[src/rtl/core/stli_pkg.sv]
// Shared codes, command and status types for the sorted table interpolator.
package stli_pkg;

   localparam logic [1:0] REQ_INSERT = 2'd0;
   localparam logic [1:0] REQ_CLEAR  = 2'd1;
   localparam logic [1:0] REQ_QUERY  = 2'd2;

   localparam logic [1:0] ST_OK    = 2'd0;
   localparam logic [1:0] ST_RANGE = 2'd1;
   localparam logic [1:0] ST_FULL  = 2'd2;
   localparam logic [1:0] ST_SAT   = 2'd3;

   typedef enum logic [1:0] {
      SEL_ZERO,
      SEL_RDVAL,
      SEL_INTERP
   } res_sel_type;

   typedef struct packed {
      logic        load_req;
      logic        clr_count;
      logic        inc_count;
      logic        idx_zero;
      logic        idx_count;
      logic        idx_inc;
      logic        idx_dec;
      logic        rd_en;
      logic        rd_below;
      logic        wr_shift;
      logic        wr_new;
      logic        save_prev;
      logic        brk_load;
      logic        mul_load;
      logic        div_step;
      logic        out_load;
      res_sel_type out_sel;
      logic [1:0]  out_status;
   } cmd_type;

   typedef struct packed {
      logic [1:0] req_kind;
      logic       empty;
      logic       full;
      logic       idx_is_zero;
      logic       idx_at_end;
      logic       key_eq;
      logic       key_gt;
      logic       div_done;
   } sts_type;

endpackage

[src/rtl/core/stli_ram.sv]
// Generic single write port RAM with registered read.
module stli_ram #(
   parameter int WIDTH = 32,
   parameter int DEPTH = 32
) (
   input  logic                     clock,
   input  logic                     we,
   input  logic [$clog2(DEPTH)-1:0] waddr,
   input  logic [WIDTH-1:0]         wdata,
   input  logic                     re,
   input  logic [$clog2(DEPTH)-1:0] raddr,
   output logic [WIDTH-1:0]         rdata
);

   logic [WIDTH-1:0] mem_ff [DEPTH];
   logic [WIDTH-1:0] rdata_ff;

   always_ff @(posedge clock) begin
      if (we) begin
         mem_ff[waddr] <= wdata;
      end
      if (re) begin
         rdata_ff <= mem_ff[raddr];
      end
   end

   assign rdata = rdata_ff;

endmodule

[src/rtl/core/stli_datapath.sv]
// Datapath: point memory, count and index, bracket registers, multiplier and serial divider.
module stli_datapath #(
   parameter int DEPTH = 32,
   parameter int KEY_W = 16,
   parameter int VAL_W = 16
) (
   input  logic                    clock,
   input  logic                    reset,
   input  logic [1:0]              req_type,
   input  logic signed [KEY_W-1:0] x_value,
   input  logic signed [VAL_W-1:0] y_value,
   input  stli_pkg::cmd_type       cmd,
   output stli_pkg::sts_type       sts,
   output logic signed [VAL_W-1:0] y_result,
   output logic [1:0]              status
);

   localparam int AW  = $clog2(DEPTH);
   localparam int CW  = $clog2(DEPTH + 1);
   localparam int PW  = KEY_W + VAL_W;
   localparam int DCW = $clog2(PW + 1);
   localparam logic [CW-1:0]  FULL_CNT = CW'(DEPTH);
   localparam logic [DCW-1:0] DIV_LEN  = DCW'(PW);
   localparam logic signed [VAL_W+1:0] SAT_HI = (VAL_W+2)'((64'd1 << (VAL_W - 1)) - 64'd1);
   localparam logic signed [VAL_W+1:0] SAT_LO = -SAT_HI - (VAL_W+2)'(1);

   logic [1:0]              kind_ff;
   logic signed [KEY_W-1:0] x_ff;
   logic signed [VAL_W-1:0] y_ff;
   logic [CW-1:0]           count_ff;
   logic [CW-1:0]           idx_ff;
   logic signed [KEY_W-1:0] prev_key_ff;
   logic signed [VAL_W-1:0] prev_val_ff;
   logic signed [VAL_W-1:0] y0_ff;
   logic                    neg_ff;
   logic [VAL_W-1:0]        mag_ff;
   logic [KEY_W-1:0]        dx_ff;
   logic [KEY_W-1:0]        bw_ff;
   logic [PW-1:0]           num_ff;
   logic [KEY_W-1:0]        rem_ff;
   logic [DCW-1:0]          dcnt_ff;
   logic signed [VAL_W-1:0] yout_ff;
   logic [1:0]              stout_ff;

   logic [KEY_W+VAL_W-1:0]  rd_data;
   logic [KEY_W+VAL_W-1:0]  wr_data;
   logic signed [KEY_W-1:0] rd_key;
   logic signed [VAL_W-1:0] rd_val;
   logic [CW-1:0]           raddr_full;
   logic signed [KEY_W:0]   dx_full;
   logic signed [KEY_W:0]   bw_full;
   logic signed [VAL_W:0]   dy_full;
   logic [VAL_W:0]          mag_full;
   logic [KEY_W:0]          shifted;
   logic                    qbit;
   logic signed [VAL_W+1:0] sum;
   logic                    sat;
   logic signed [VAL_W-1:0] sat_val;

   assign rd_key     = rd_data[KEY_W+VAL_W-1:VAL_W];
   assign rd_val     = rd_data[VAL_W-1:0];
   assign wr_data    = cmd.wr_new ? {x_ff, y_ff} : rd_data;
   assign raddr_full = cmd.rd_below ? idx_ff - CW'(1) : idx_ff;

   stli_ram #(
      .WIDTH(KEY_W + VAL_W),
      .DEPTH(DEPTH)
   ) u_points (
      .clock(clock),
      .we   (cmd.wr_new | cmd.wr_shift),
      .waddr(idx_ff[AW-1:0]),
      .wdata(wr_data),
      .re   (cmd.rd_en),
      .raddr(raddr_full[AW-1:0]),
      .rdata(rd_data)
   );

   assign dx_full  = (KEY_W+1)'(x_ff) - (KEY_W+1)'(prev_key_ff);
   assign bw_full  = (KEY_W+1)'(rd_key) - (KEY_W+1)'(prev_key_ff);
   assign dy_full  = (VAL_W+1)'(rd_val) - (VAL_W+1)'(prev_val_ff);
   assign mag_full = dy_full[VAL_W] ? (VAL_W+1)'(-dy_full) : dy_full;

   assign shifted = {rem_ff, num_ff[PW-1]};
   assign qbit    = shifted >= {1'b0, bw_ff};

   assign sum = neg_ff ? (VAL_W+2)'(y0_ff) - (VAL_W+2)'(num_ff[VAL_W-1:0])
                       : (VAL_W+2)'(y0_ff) + (VAL_W+2)'(num_ff[VAL_W-1:0]);
   always_comb begin
      sat     = 1'b0;
      sat_val = sum[VAL_W-1:0];
      if (sum > SAT_HI) begin
         sat     = 1'b1;
         sat_val = SAT_HI[VAL_W-1:0];
      end else if (sum < SAT_LO) begin
         sat     = 1'b1;
         sat_val = SAT_LO[VAL_W-1:0];
      end
   end

   always_ff @(posedge clock) begin
      if (reset) begin
         count_ff <= '0;
      end else if (cmd.clr_count) begin
         count_ff <= '0;
      end else if (cmd.inc_count) begin
         count_ff <= count_ff + CW'(1);
      end
   end

   always_ff @(posedge clock) begin
      if (cmd.load_req) begin
         kind_ff <= req_type;
         x_ff    <= x_value;
         y_ff    <= y_value;
      end
      if (cmd.idx_zero) begin
         idx_ff <= '0;
      end else if (cmd.idx_count) begin
         idx_ff <= count_ff;
      end else if (cmd.idx_inc) begin
         idx_ff <= idx_ff + CW'(1);
      end else if (cmd.idx_dec) begin
         idx_ff <= idx_ff - CW'(1);
      end
      if (cmd.save_prev) begin
         prev_key_ff <= rd_key;
         prev_val_ff <= rd_val;
      end
      if (cmd.brk_load) begin
         y0_ff  <= prev_val_ff;
         neg_ff <= dy_full[VAL_W];
         mag_ff <= mag_full[VAL_W-1:0];
         dx_ff  <= dx_full[KEY_W-1:0];
         bw_ff  <= bw_full[KEY_W-1:0];
      end
      if (cmd.mul_load) begin
         num_ff  <= PW'(mag_ff * dx_ff);
         rem_ff  <= '0;
         dcnt_ff <= '0;
      end else if (cmd.div_step) begin
         num_ff  <= {num_ff[PW-2:0], qbit};
         rem_ff  <= qbit ? KEY_W'(shifted - {1'b0, bw_ff}) : shifted[KEY_W-1:0];
         dcnt_ff <= dcnt_ff + DCW'(1);
      end
      if (cmd.out_load) begin
         unique case (cmd.out_sel)
            stli_pkg::SEL_RDVAL: begin
               yout_ff  <= rd_val;
               stout_ff <= stli_pkg::ST_OK;
            end
            stli_pkg::SEL_INTERP: begin
               yout_ff  <= sat_val;
               stout_ff <= sat ? stli_pkg::ST_SAT : stli_pkg::ST_OK;
            end
            default: begin
               yout_ff  <= '0;
               stout_ff <= cmd.out_status;
            end
         endcase
      end
   end

   assign sts.req_kind    = kind_ff;
   assign sts.empty       = count_ff == '0;
   assign sts.full        = count_ff == FULL_CNT;
   assign sts.idx_is_zero = idx_ff == '0;
   assign sts.idx_at_end  = idx_ff == count_ff;
   assign sts.key_eq      = rd_key == x_ff;
   assign sts.key_gt      = rd_key > x_ff;
   assign sts.div_done    = dcnt_ff == DIV_LEN;

   assign y_result = yout_ff;
   assign status   = stout_ff;

`ifndef SYNTHESIS
   a_count_bound: assert property (@(posedge clock) disable iff (reset)
      count_ff <= FULL_CNT)
      else $error("entry count above depth");
   a_no_insert_full: assert property (@(posedge clock) disable iff (reset)
      cmd.inc_count |-> !sts.full)
      else $error("insert into full table");
   a_idx_bound: assert property (@(posedge clock) disable iff (reset)
      (cmd.rd_en || cmd.wr_new || cmd.wr_shift) |-> idx_ff <= count_ff)
      else $error("index beyond entry count");
   a_shift_nonzero: assert property (@(posedge clock) disable iff (reset)
      cmd.wr_shift |-> !sts.idx_is_zero)
      else $error("shift into slot zero");
`endif

endmodule

[src/rtl/core/stli_ctrl.sv]
// Controller: request sequencing for insert, clear and query, result handshake.
module stli_ctrl (
   input  logic              clock,
   input  logic              reset,
   input  logic              req_tvalid,
   output logic              req_tready,
   output logic              rsp_tvalid,
   input  logic              rsp_tready,
   input  stli_pkg::sts_type sts,
   output stli_pkg::cmd_type cmd
);

   typedef enum logic [3:0] {
      S_IDLE,
      S_DISPATCH,
      S_INS_RD,
      S_INS_CMP,
      S_Q_RD,
      S_Q_CMP,
      S_Q_MUL,
      S_Q_DIV,
      S_FIN
   } state_type;

   state_type             state_ff, state_in;
   logic                  valid_ff, valid_in;
   stli_pkg::res_sel_type sel_ff, sel_in;
   logic [1:0]            fst_ff, fst_in;
   logic                  out_free;

   assign req_tready = state_ff == S_IDLE;
   assign rsp_tvalid = valid_ff;
   assign out_free   = !valid_ff || rsp_tready;

   always_comb begin
      cmd      = '0;
      state_in = state_ff;
      sel_in   = sel_ff;
      fst_in   = fst_ff;
      valid_in = valid_ff && !rsp_tready;
      cmd.out_sel    = sel_ff;
      cmd.out_status = fst_ff;
      unique case (state_ff)
         S_IDLE: begin
            if (req_tvalid) begin
               cmd.load_req = 1'b1;
               state_in     = S_DISPATCH;
            end
         end
         S_DISPATCH: begin
            sel_in   = stli_pkg::SEL_ZERO;
            fst_in   = stli_pkg::ST_OK;
            state_in = S_FIN;
            unique case (sts.req_kind)
               stli_pkg::REQ_INSERT: begin
                  if (sts.full) begin
                     fst_in = stli_pkg::ST_FULL;
                  end else begin
                     cmd.idx_count = 1'b1;
                     state_in      = S_INS_RD;
                  end
               end
               stli_pkg::REQ_CLEAR: begin
                  cmd.clr_count = 1'b1;
               end
               stli_pkg::REQ_QUERY: begin
                  if (sts.empty) begin
                     fst_in = stli_pkg::ST_RANGE;
                  end else begin
                     cmd.idx_zero = 1'b1;
                     state_in     = S_Q_RD;
                  end
               end
               default: begin
               end
            endcase
         end
         S_INS_RD: begin
            if (sts.idx_is_zero) begin
               cmd.wr_new    = 1'b1;
               cmd.inc_count = 1'b1;
               state_in      = S_FIN;
            end else begin
               cmd.rd_en    = 1'b1;
               cmd.rd_below = 1'b1;
               state_in     = S_INS_CMP;
            end
         end
         S_INS_CMP: begin
            if (sts.key_gt) begin
               cmd.wr_shift = 1'b1;
               cmd.idx_dec  = 1'b1;
               state_in     = S_INS_RD;
            end else begin
               cmd.wr_new    = 1'b1;
               cmd.inc_count = 1'b1;
               state_in      = S_FIN;
            end
         end
         S_Q_RD: begin
            if (sts.idx_at_end) begin
               fst_in   = stli_pkg::ST_RANGE;
               state_in = S_FIN;
            end else begin
               cmd.rd_en = 1'b1;
               state_in  = S_Q_CMP;
            end
         end
         S_Q_CMP: begin
            priority if (sts.key_eq) begin
               sel_in   = stli_pkg::SEL_RDVAL;
               state_in = S_FIN;
            end else if (sts.key_gt && sts.idx_is_zero) begin
               fst_in   = stli_pkg::ST_RANGE;
               state_in = S_FIN;
            end else if (sts.key_gt) begin
               cmd.brk_load = 1'b1;
               state_in     = S_Q_MUL;
            end else begin
               cmd.save_prev = 1'b1;
               cmd.idx_inc   = 1'b1;
               state_in      = S_Q_RD;
            end
         end
         S_Q_MUL: begin
            cmd.mul_load = 1'b1;
            state_in     = S_Q_DIV;
         end
         S_Q_DIV: begin
            if (sts.div_done) begin
               sel_in   = stli_pkg::SEL_INTERP;
               state_in = S_FIN;
            end else begin
               cmd.div_step = 1'b1;
            end
         end
         S_FIN: begin
            if (out_free) begin
               cmd.out_load = 1'b1;
               valid_in     = 1'b1;
               state_in     = S_IDLE;
            end
         end
         default: begin
            state_in = S_IDLE;
         end
      endcase
   end

   always_ff @(posedge clock) begin
      if (reset) begin
         state_ff <= S_IDLE;
         valid_ff <= 1'b0;
         sel_ff   <= stli_pkg::SEL_ZERO;
         fst_ff   <= stli_pkg::ST_OK;
      end else begin
         state_ff <= state_in;
         valid_ff <= valid_in;
         sel_ff   <= sel_in;
         fst_ff   <= fst_in;
      end
   end

`ifndef SYNTHESIS
   a_busy_after_accept: assert property (@(posedge clock) disable iff (reset)
      (req_tvalid && req_tready) |=> !req_tready)
      else $error("accepted item while busy");
   a_load_when_free: assert property (@(posedge clock) disable iff (reset)
      cmd.out_load |-> out_free)
      else $error("result overwritten before taken");
   a_valid_from_load: assert property (@(posedge clock) disable iff (reset)
      $rose(rsp_tvalid) |-> $past(cmd.out_load))
      else $error("result valid without load");
`endif

endmodule

[src/rtl/core/sorted_table_linear_interpolator.sv]
// Top level: sorted point table with piecewise linear interpolation lookup.
// Insert: scans down from the end, shifting larger points up one slot, then writes the new point;
// clear or rejected item goes straight to the result. Query: scans up from index zero to the
// bracket at index i, then runs a bit-serial divide for the interpolated value.
// One item in work at a time; scan rate is set by the single read port of the table RAM.
// Synchronous active-high reset empties the table; no clearing pass is needed.
module sorted_table_linear_interpolator #(
   parameter int DEPTH = 32,
   parameter int KEY_W = 16,
   parameter int VAL_W = 16
) (
   input  logic                                      clock,
   input  logic                                      reset,
   input  logic                                      req_tvalid,
   output logic                                      req_tready,
   // req_type[1:0], x_value[KEY_W-1:0], y_value[VAL_W-1:0], zero fill
   input  logic [((2 + KEY_W + VAL_W + 7) / 8) * 8 - 1:0] req_tdata,
   output logic                                      rsp_tvalid,
   input  logic                                      rsp_tready,
   // y_result[VAL_W-1:0], status[1:0], zero fill
   output logic [((VAL_W + 2 + 7) / 8) * 8 - 1:0]    rsp_tdata
);

   localparam int OUT_W = ((VAL_W + 2 + 7) / 8) * 8;

   stli_pkg::cmd_type       cmd;
   stli_pkg::sts_type       sts;
   logic signed [VAL_W-1:0] y_result;
   logic [1:0]              status;

   stli_ctrl u_ctrl (
      .clock     (clock),
      .reset     (reset),
      .req_tvalid(req_tvalid),
      .req_tready(req_tready),
      .rsp_tvalid(rsp_tvalid),
      .rsp_tready(rsp_tready),
      .sts       (sts),
      .cmd       (cmd)
   );

   stli_datapath #(
      .DEPTH(DEPTH),
      .KEY_W(KEY_W),
      .VAL_W(VAL_W)
   ) u_datapath (
      .clock   (clock),
      .reset   (reset),
      .req_type(req_tdata[1:0]),
      .x_value (req_tdata[KEY_W+1:2]),
      .y_value (req_tdata[KEY_W+VAL_W+1:KEY_W+2]),
      .cmd     (cmd),
      .sts     (sts),
      .y_result(y_result),
      .status  (status)
   );

   assign rsp_tdata = OUT_W'({status, y_result});

endmodule

[config.mk]
export PLATFORM = sky130hd
export DESIGN_NAME = sorted_table_linear_interpolator
export DESIGN_NICKNAME = d
export VERILOG_FILES = /design/src/rtl/core/stli_pkg.sv /design/src/rtl/core/stli_ram.sv /design/src/rtl/core/stli_datapath.sv /design/src/rtl/core/stli_ctrl.sv /design/src/rtl/core/sorted_table_linear_interpolator.sv
export SDC_FILE = /design/constraint.sdc
export NUM_CORES = 2
export LEC_CHECK = 0
export ABC_AREA = 0
export BUFFER_PORTS_ARGS = -buffer_cell sky130_fd_sc_hd__buf_2
export CAP_MARGIN = 20
export CORE_ASPECT_RATIO = 1.4
export CORE_UTILIZATION = 40
export CTS_BUF_LIST = sky130_fd_sc_hd__clkbuf_16
export DETAILED_ROUTE_END_ITERATION = 10
export GPL_TIMING_DRIVEN = 0
export PLACE_DENSITY = 0.64
export SLEW_MARGIN = 10
export SYNTH_ARGS = -nofsm -noshare
export SYNTH_HDL_FRONTEND = slang
export SYNTH_SLANG_ARGS = --single-unit
[constraint.sdc]
create_clock -name clock -period 18.5 [get_ports clock]
set_input_delay 1.85 -clock clock [delete_from_list [all_inputs] [get_ports clock]]
set_output_delay 1.85 -clock clock [all_outputs]
set_load 0.01 [all_outputs]
# Yosys cells after proc, flatten, opt, wreduce, memory -nomap -nowiden
# Memory sizes are Yosys's and may differ from the RTL's. A register that Yosys moved wholly into a read port is not among the register bits.
# Index checks and enable logic that the tools add are counted.
dict set report totals {
  regBits 224
  mem_bits_rw 1024
  input_bits 44
  out_inout_bits 26
  elab_cells 152
  mem_count 1
}
# memory words width rd rd_clocked_by_memory_dff write_ports line
set mem_list {}
lappend mem_list {u_datapath.u_points.mem_ff 32 32 1 1 1 stli_ram.sv:15} ;# logic [WIDTH-1:0] mem_ff [DEPTH];
dict set report classes {
  add_sub_neg 11
  n_mul 1
  magnitude_cmp 4
  eq_ne 23
  muxes 73
  n_bitwise 1
  reduce_logical 17
}
# operator count
set op_table {}
lappend op_table {{$mux W32} 3}
lappend op_table {{$mux W16} 4}
lappend op_table {{$sub A16 B16 Y16} 3}
lappend op_table {{$mux W4} 10}
lappend op_table {{$pmux W4 S9} 1}
lappend op_table {{$mul A16 B16 Y32} 1}
lappend op_table {{$pmux W16 S2} 1}
lappend op_table {{$mux W1} 29}
lappend op_table {{$mux W2} 13}
lappend op_table {{$add A16 B17 Y18} 1}
lappend op_table {{$add A6 B1 Y6 const B} 3}
lappend op_table {{$gt A18 B16 Y1 const B} 1}
lappend op_table {{$lt A18 B16 Y1 const B} 1}
lappend op_table {{$mux W18} 1}
lappend op_table {{$mux W6} 3}
lappend op_table {{$sub A16 B17 Y18} 1}
lappend op_table {{$ge A17 B16 Y1} 1}
lappend op_table {{$sub A16 B16 Y17} 1}
lappend op_table {{$eq A16 B16 Y1} 1}
lappend op_table {{$eq A4 B3 Y1 const B} 4}
lappend op_table {{$gt A16 B16 Y1} 1}
lappend op_table {{$neg A16 Y16} 1}
lappend op_table {{$eq A6 B6 Y1 const B} 2}
lappend op_table {{$logic_not A6 Y1} 2}
lappend op_table {{other kinds (25)} 41}

# Longest topological paths before layout
dict set report depth {
  depth_word 7
  mapped_depth 24
  mapped_depth_nobuf 22
}

# Cells and area by module
# Synthesis repeated with hierarchy kept, for this count alone.
dict set report unflattened {
  cells_unflattened 4533
  area_unflattened_um2 63078.0
}
# mod instances cells_per_inst area_each_um2 seq_area_each_um2
set by_module_without_submodules {}
lappend by_module_without_submodules {stli_ram 1 2260 40812.9 31710.4}
lappend by_module_without_submodules {stli_datapath 1 2168 21415.5 6115.9}
lappend by_module_without_submodules {stli_ctrl 1 98 800.8 180.2}
lappend by_module_without_submodules {sorted_table_linear_interpolator 1 7 48.8 0.0}

# Least setup slack after synthesis
# No wires, ideal clock.
dict set report synth_timing {
  kind {reg2reg}
  startpoint {reg u_datapath.dx_ff[1]}
  endpoint {reg u_datapath.num_ff[30] (data pin)}
  setup_ns 0.267
  t_arrival_ns 5.949
  t_required_ns 18.233
  setup_slack_ns 12.285
  path_stages_with_launch 22
  n_path_buf 2
  synth_period_minus_slack_ns 6.215
  cell_sequence {edfxtp_1 clkbuf_1 nand2_1 fa_1 fa_1 inv_1 fa_1 fa_1 fa_1 inv_1 fa_1 inv_1 ha_1 clkbuf_1 and4_1 nand2_1 o311ai_0 o211ai_1 a31oi_1 a31oi_1 xor2_1 o21ai_0}
}
dict set report synth_via {
  elab_chain_cells 2
}
# item line
set synth_lines {}
lappend synth_lines {{start: declaration} stli_datapath.sv:37} ;# logic [KEY_W-1:0] dx_ff;
lappend synth_lines {{start signal: assignment} stli_datapath.sv:133} ;# dx_ff <= dx_full[KEY_W-1:0];
lappend synth_lines {{$mul A16 B16 Y32} stli_datapath.sv:137} ;# num_ff <= PW'(mag_ff * dx_ff);
lappend synth_lines {{$mux W32} stli_datapath.sv:136} ;# if (cmd.mul_load) begin
lappend synth_lines {{end signal: assignment} stli_datapath.sv:137}
lappend synth_lines {{end signal: assignment} stli_datapath.sv:141} ;# num_ff <= {num_ff[PW-2:0], qbit};
lappend synth_lines {{end: declaration} stli_datapath.sv:39} ;# logic [PW-1:0] num_ff;
# Every way passes these cells.
# A chain may end at the register's enable or synchronous reset.

# Worst setup path in the final report
dict set report layout_timing {
  startpoint {reg u_datapath.mag_ff[8]}
  endpoint {reg u_datapath.num_ff[31] (data pin)}
}
dict set report layout_via {
  elab_chain_cells 2
}
# item line
set layout_lines {}
lappend layout_lines {{start: declaration} stli_datapath.sv:36} ;# logic [VAL_W-1:0] mag_ff;
lappend layout_lines {{start signal: assignment} stli_datapath.sv:132} ;# mag_ff <= mag_full[VAL_W-1:0];
lappend layout_lines {{$mul A16 B16 Y32} stli_datapath.sv:137}
lappend layout_lines {{$mux W32} stli_datapath.sv:136}
# Every way passes these cells.

==> impl_metrics.toml <==
[setup_path]
worstPathMaxFanout = 10
rrSetupSlack_ns = 11.00
cp.required_ns = 19.01
crit_path_cell_trace = "clkbuf_1, nand2_1, fa_1, inv_1, fa_1, fa_1, fa_1, fa_1, inv_1, fa_1, inv_1, ha_1, clkbuf_1, and4_1, and3_1, a32oi_1, nand4_1, a311oi_1, nor2_1, o211ai_1, a21o_1, nand3_1"
timing.critical_path.slowest_stage_cell = "edfxtp_1"
cp.arrival_ns = 8.00
crit_path_max_incr_delay_ns = 0.63
regToRegEndpoint = "u_datapath.num_ff[31]"
worstRegToRegCells = 22
critical_path_launch_point_type = "flip-flop"
cp-end-kind = "flip-flop"
timing.rr.start = "u_datapath.mag_ff[8]"
crit_path_frequent_cell = "fa_1"
timing.setup.critical_path_class = "reg2reg"

[layout]
layout-area-overhead-vs-synth_pct = 14.52
layout_cell_share_with_drive_strength_beyond_1 = 0.1880
final_cell_mix = "1237 x edfxtp_1, 374 x inv_1, 320 x mux4_2, 286 x nand2_1, 211 x ha_1"
nNetsFinal = 4639
leading_cell_type_in_the_layout_fill_and_taps_excluded = "edfxtp_1"

[logic_synthesis]
synth-seq-cells = 1280
synth_ff_type = "edfxtp_1"
syn_avg_cell_area_um2 = 15.90
synth_async_reset_ratio = 0
synth_enable_flop_cells = 1237
netlist-cell-type-count = 74
synth.yosys.warnings = 0
post_synth_instance_area_um2 = 62160
synth.yosys.seq_area_share = 0.6114
synthesized_instance_count = 3909

[sta]
share_of_the_clock_period_used_by_the_worst_path_after_layout = 0.4052
rsz0062_at_grt = "no"
clock_skew_ns = 0.02659
totalNegativeSetupSlack_ns = 0
clock.fmax_mhz = 133.4
final-setup-viol-count = 0
timing_worst_slew_pin_value_ns = 1.135
timing.max_slew.rel_slack = 0.2431
finalCriticalPeriod_ns = 7.496
final_hold_violation_count = 0
drv_slew = 0

[detailed_routing]
detail_route.wirelength_um = 162600
drt_pre_antenna_iters = 6
routedWlPerCell_um = 25.61
via_count = 35270
drc_errors = 0
antenna_violating_nets_post_route = 0
drt-initial-drc-count = 3637
vias_per_cell = 5.556

[hold_path]
whs_endpoint = "u_datapath.y0_ff[1]"
hold_depth = 0
worstHoldPathType = "reg2reg"
worstHoldStart = "u_datapath.prev_val_ff[1]"

[global_route]
antenna_found_initial = 5
grt_start_max_net_pins = 35
grt_overflow_total = 0
first_global_vias = 36020
grt_use_total = 0.2098
global_route_wire_length_before_repair_um = 238800

[power_and_ir_drop]
power.density_cell_area_nw_per_um2 = 108.9
fin_total_pwr_mw = 7.751
vdd_ir_drop_max_mv = 0.09707
p_leak_nw = 25.35

[floorplan]
fp.dieW_um = 335.2
rows = 170
design.die.area_um2 = 157000
core-area_um2 = 153800
pin_count = 70
y_dimension_of_the_die_um = 468.5
initial_cell_density_of_the_core = 0.4042

[clock_tree]
cts.repair.resized = 0
clk_path_buf_depth = 3
clk_pin_slew_worst_paths_ns = 0.06
tritoncts_clock_tree = "done"
post-cts-setup-buffer-count = 0
insertion_delay_ns = 0.77
clk_root_buffer_cell = "clkbuf_16"
cts_buffers = 132
clkSinkCount = 1280
htree_levels = 4
postCtsHoldBufs = 0

[placement]
portBuffers = 57
dpl.hpwl_um = 115600
finalWeightedCongestion = 0.8767

[run]
drv_cap = 0

[outcome]
outcome = "finished, final reports clean"
-- critical path, delay by kind of cell (launching register included) --
| kind | cells | cell delay [ns] |
|---|---|---|
| adders and majority gates | 7 | 3.31 |
| DFF | 1 | 0.63 |
| and+or+nand+nor | 6 | 1.12 |
| AOI/OAI and AO/OA | 4 | 1.22 |
| buffers and inverters | 5 | 0.94 |
-- state kept, by name, summed over array words and instances (netlist names), 4 cells and up --
name / cells
u_datapath.u_points.mem_ff: 1024
u_datapath.num_ff: 32
u_datapath.u_points.rdata: 32
u_datapath.bw_ff: 16
u_datapath.dx_ff: 16
u_datapath.mag_ff: 16
u_datapath.prev_key_ff: 16
u_datapath.prev_val_ff: 16
u_datapath.rem_ff: 16
u_datapath.x_ff: 16
u_datapath.y0_ff: 16
u_datapath.y_ff: 16
u_datapath.y_result: 16
u_datapath.count_ff: 6
u_datapath.dcnt_ff: 6
u_datapath.idx_ff: 6
u_ctrl.state_ff: 4
-- cell type report --
cell class                 count  area [µm²]
timing repair buffer         137        1953
buffer                       148       678.2
sequential                  1280       38010
multi-input combinational   2136       22520
antenna                        1       2.502
tap                         2064        2582
inverter                     350        1314
clock buffer                 134        3353
clock inverter                97       782.0
fill                       13040       82600
-- synthesized netlist by cell type (17+ instances only) --
master    number  area share
xnor2_1       83       0.012
nor2b_1       37      0.0037
a21o_1        29      0.0035
buf_2         19      0.0015
o21a_1        20      0.0024
o21ai_0      111      0.0089
and2_1       137       0.014
nand3_1       43      0.0035
and3_1        17      0.0017
a211oi_1      18      0.0022
clkbuf_1      88      0.0053
buf_4         20      0.0024
xor2_1        35      0.0049
nand2_1      286       0.017
mux4_2       320        0.12
dfxtp_1       43       0.014
inv_1        349       0.021
buf_1         18      0.0011
edfxtp_1    1237        0.60
nor2_1       147      0.0089
nand2b_1      21      0.0021
fa_1         199       0.064
or3_1         23      0.0023
nor3_1        45      0.0036
a21oi_1       92      0.0074
ha_1         211       0.042
mux2_2        50      0.0091
-- routing by layer --
layer / GRT usage / wire length, µm
met5: 0 / 0
met1: 0.2633 / 62540
met4: 0.08240 / 6611
met2: 0.3624 / 82460
met3: 0.03366 / 10940
-- cell families after synthesis --
kind of cell | synth area share
buffers and inverters | 0.03202
adder cells (fa/ha/maj) | 0.1066
multiplexers | 0.1272
AO/OA/AOI/OAI | 0.04122
XOR/XNOR | 0.01689
other | 0.00006032
AND/OR/NAND/NOR | 0.06463
flip-flops | 0.6114
-- through the flow --
stage | area (µm²) | utilization | setup WS (ns) | std cells | hold WS [ns]
2_1_floorplan | 62180 | - | 12.28 | 3914 | 0.4264
3_3_place_gp | 65050 | 0.4230 | 9.395 | 6035 | 0.4303
3_5_place_dp | 67050 | 0.4360 | 11.03 | 6115 | 0.4378
4_1_cts | 71190 | 0.4629 | 11.01 | 6346 | 0.4515
5_1_grt | 71190 | 0.4629 | 10.68 | 6347 | 0.4581
6_report | 71190 | 0.4629 | 11.00 | 6347 | 0.4553
-- how the worst max path moves through the flow --
stage / from / endpoint / depth (start not counted)
3_5_place_dp: u_datapath.mag_ff[11] / u_datapath.num_ff[31] / 21
2_1_floorplan: u_datapath.dx_ff[1] / u_datapath.num_ff[30] / 21
5_1_grt: u_datapath.mag_ff[8] / u_datapath.num_ff[27] / 22
4_1_cts: u_datapath.mag_ff[11] / u_datapath.num_ff[31] / 21
3_3_place_gp: u_ctrl.state_ff[0] / u_ctrl.state_ff[0] / 7
6_report: u_datapath.mag_ff[8] / u_datapath.num_ff[31] / 22
-- power by group --
part / switching [mW] / internal, mW / total, mW
sequential: 0.0391 / 3.26 / 3.30
clock: 1.13 / 1.43 / 2.56
combinational: 0.997 / 0.893 / 1.89
total: 2.17 / 5.58 / 7.75
Note: power is estimated with default switching activity, not from simulation.
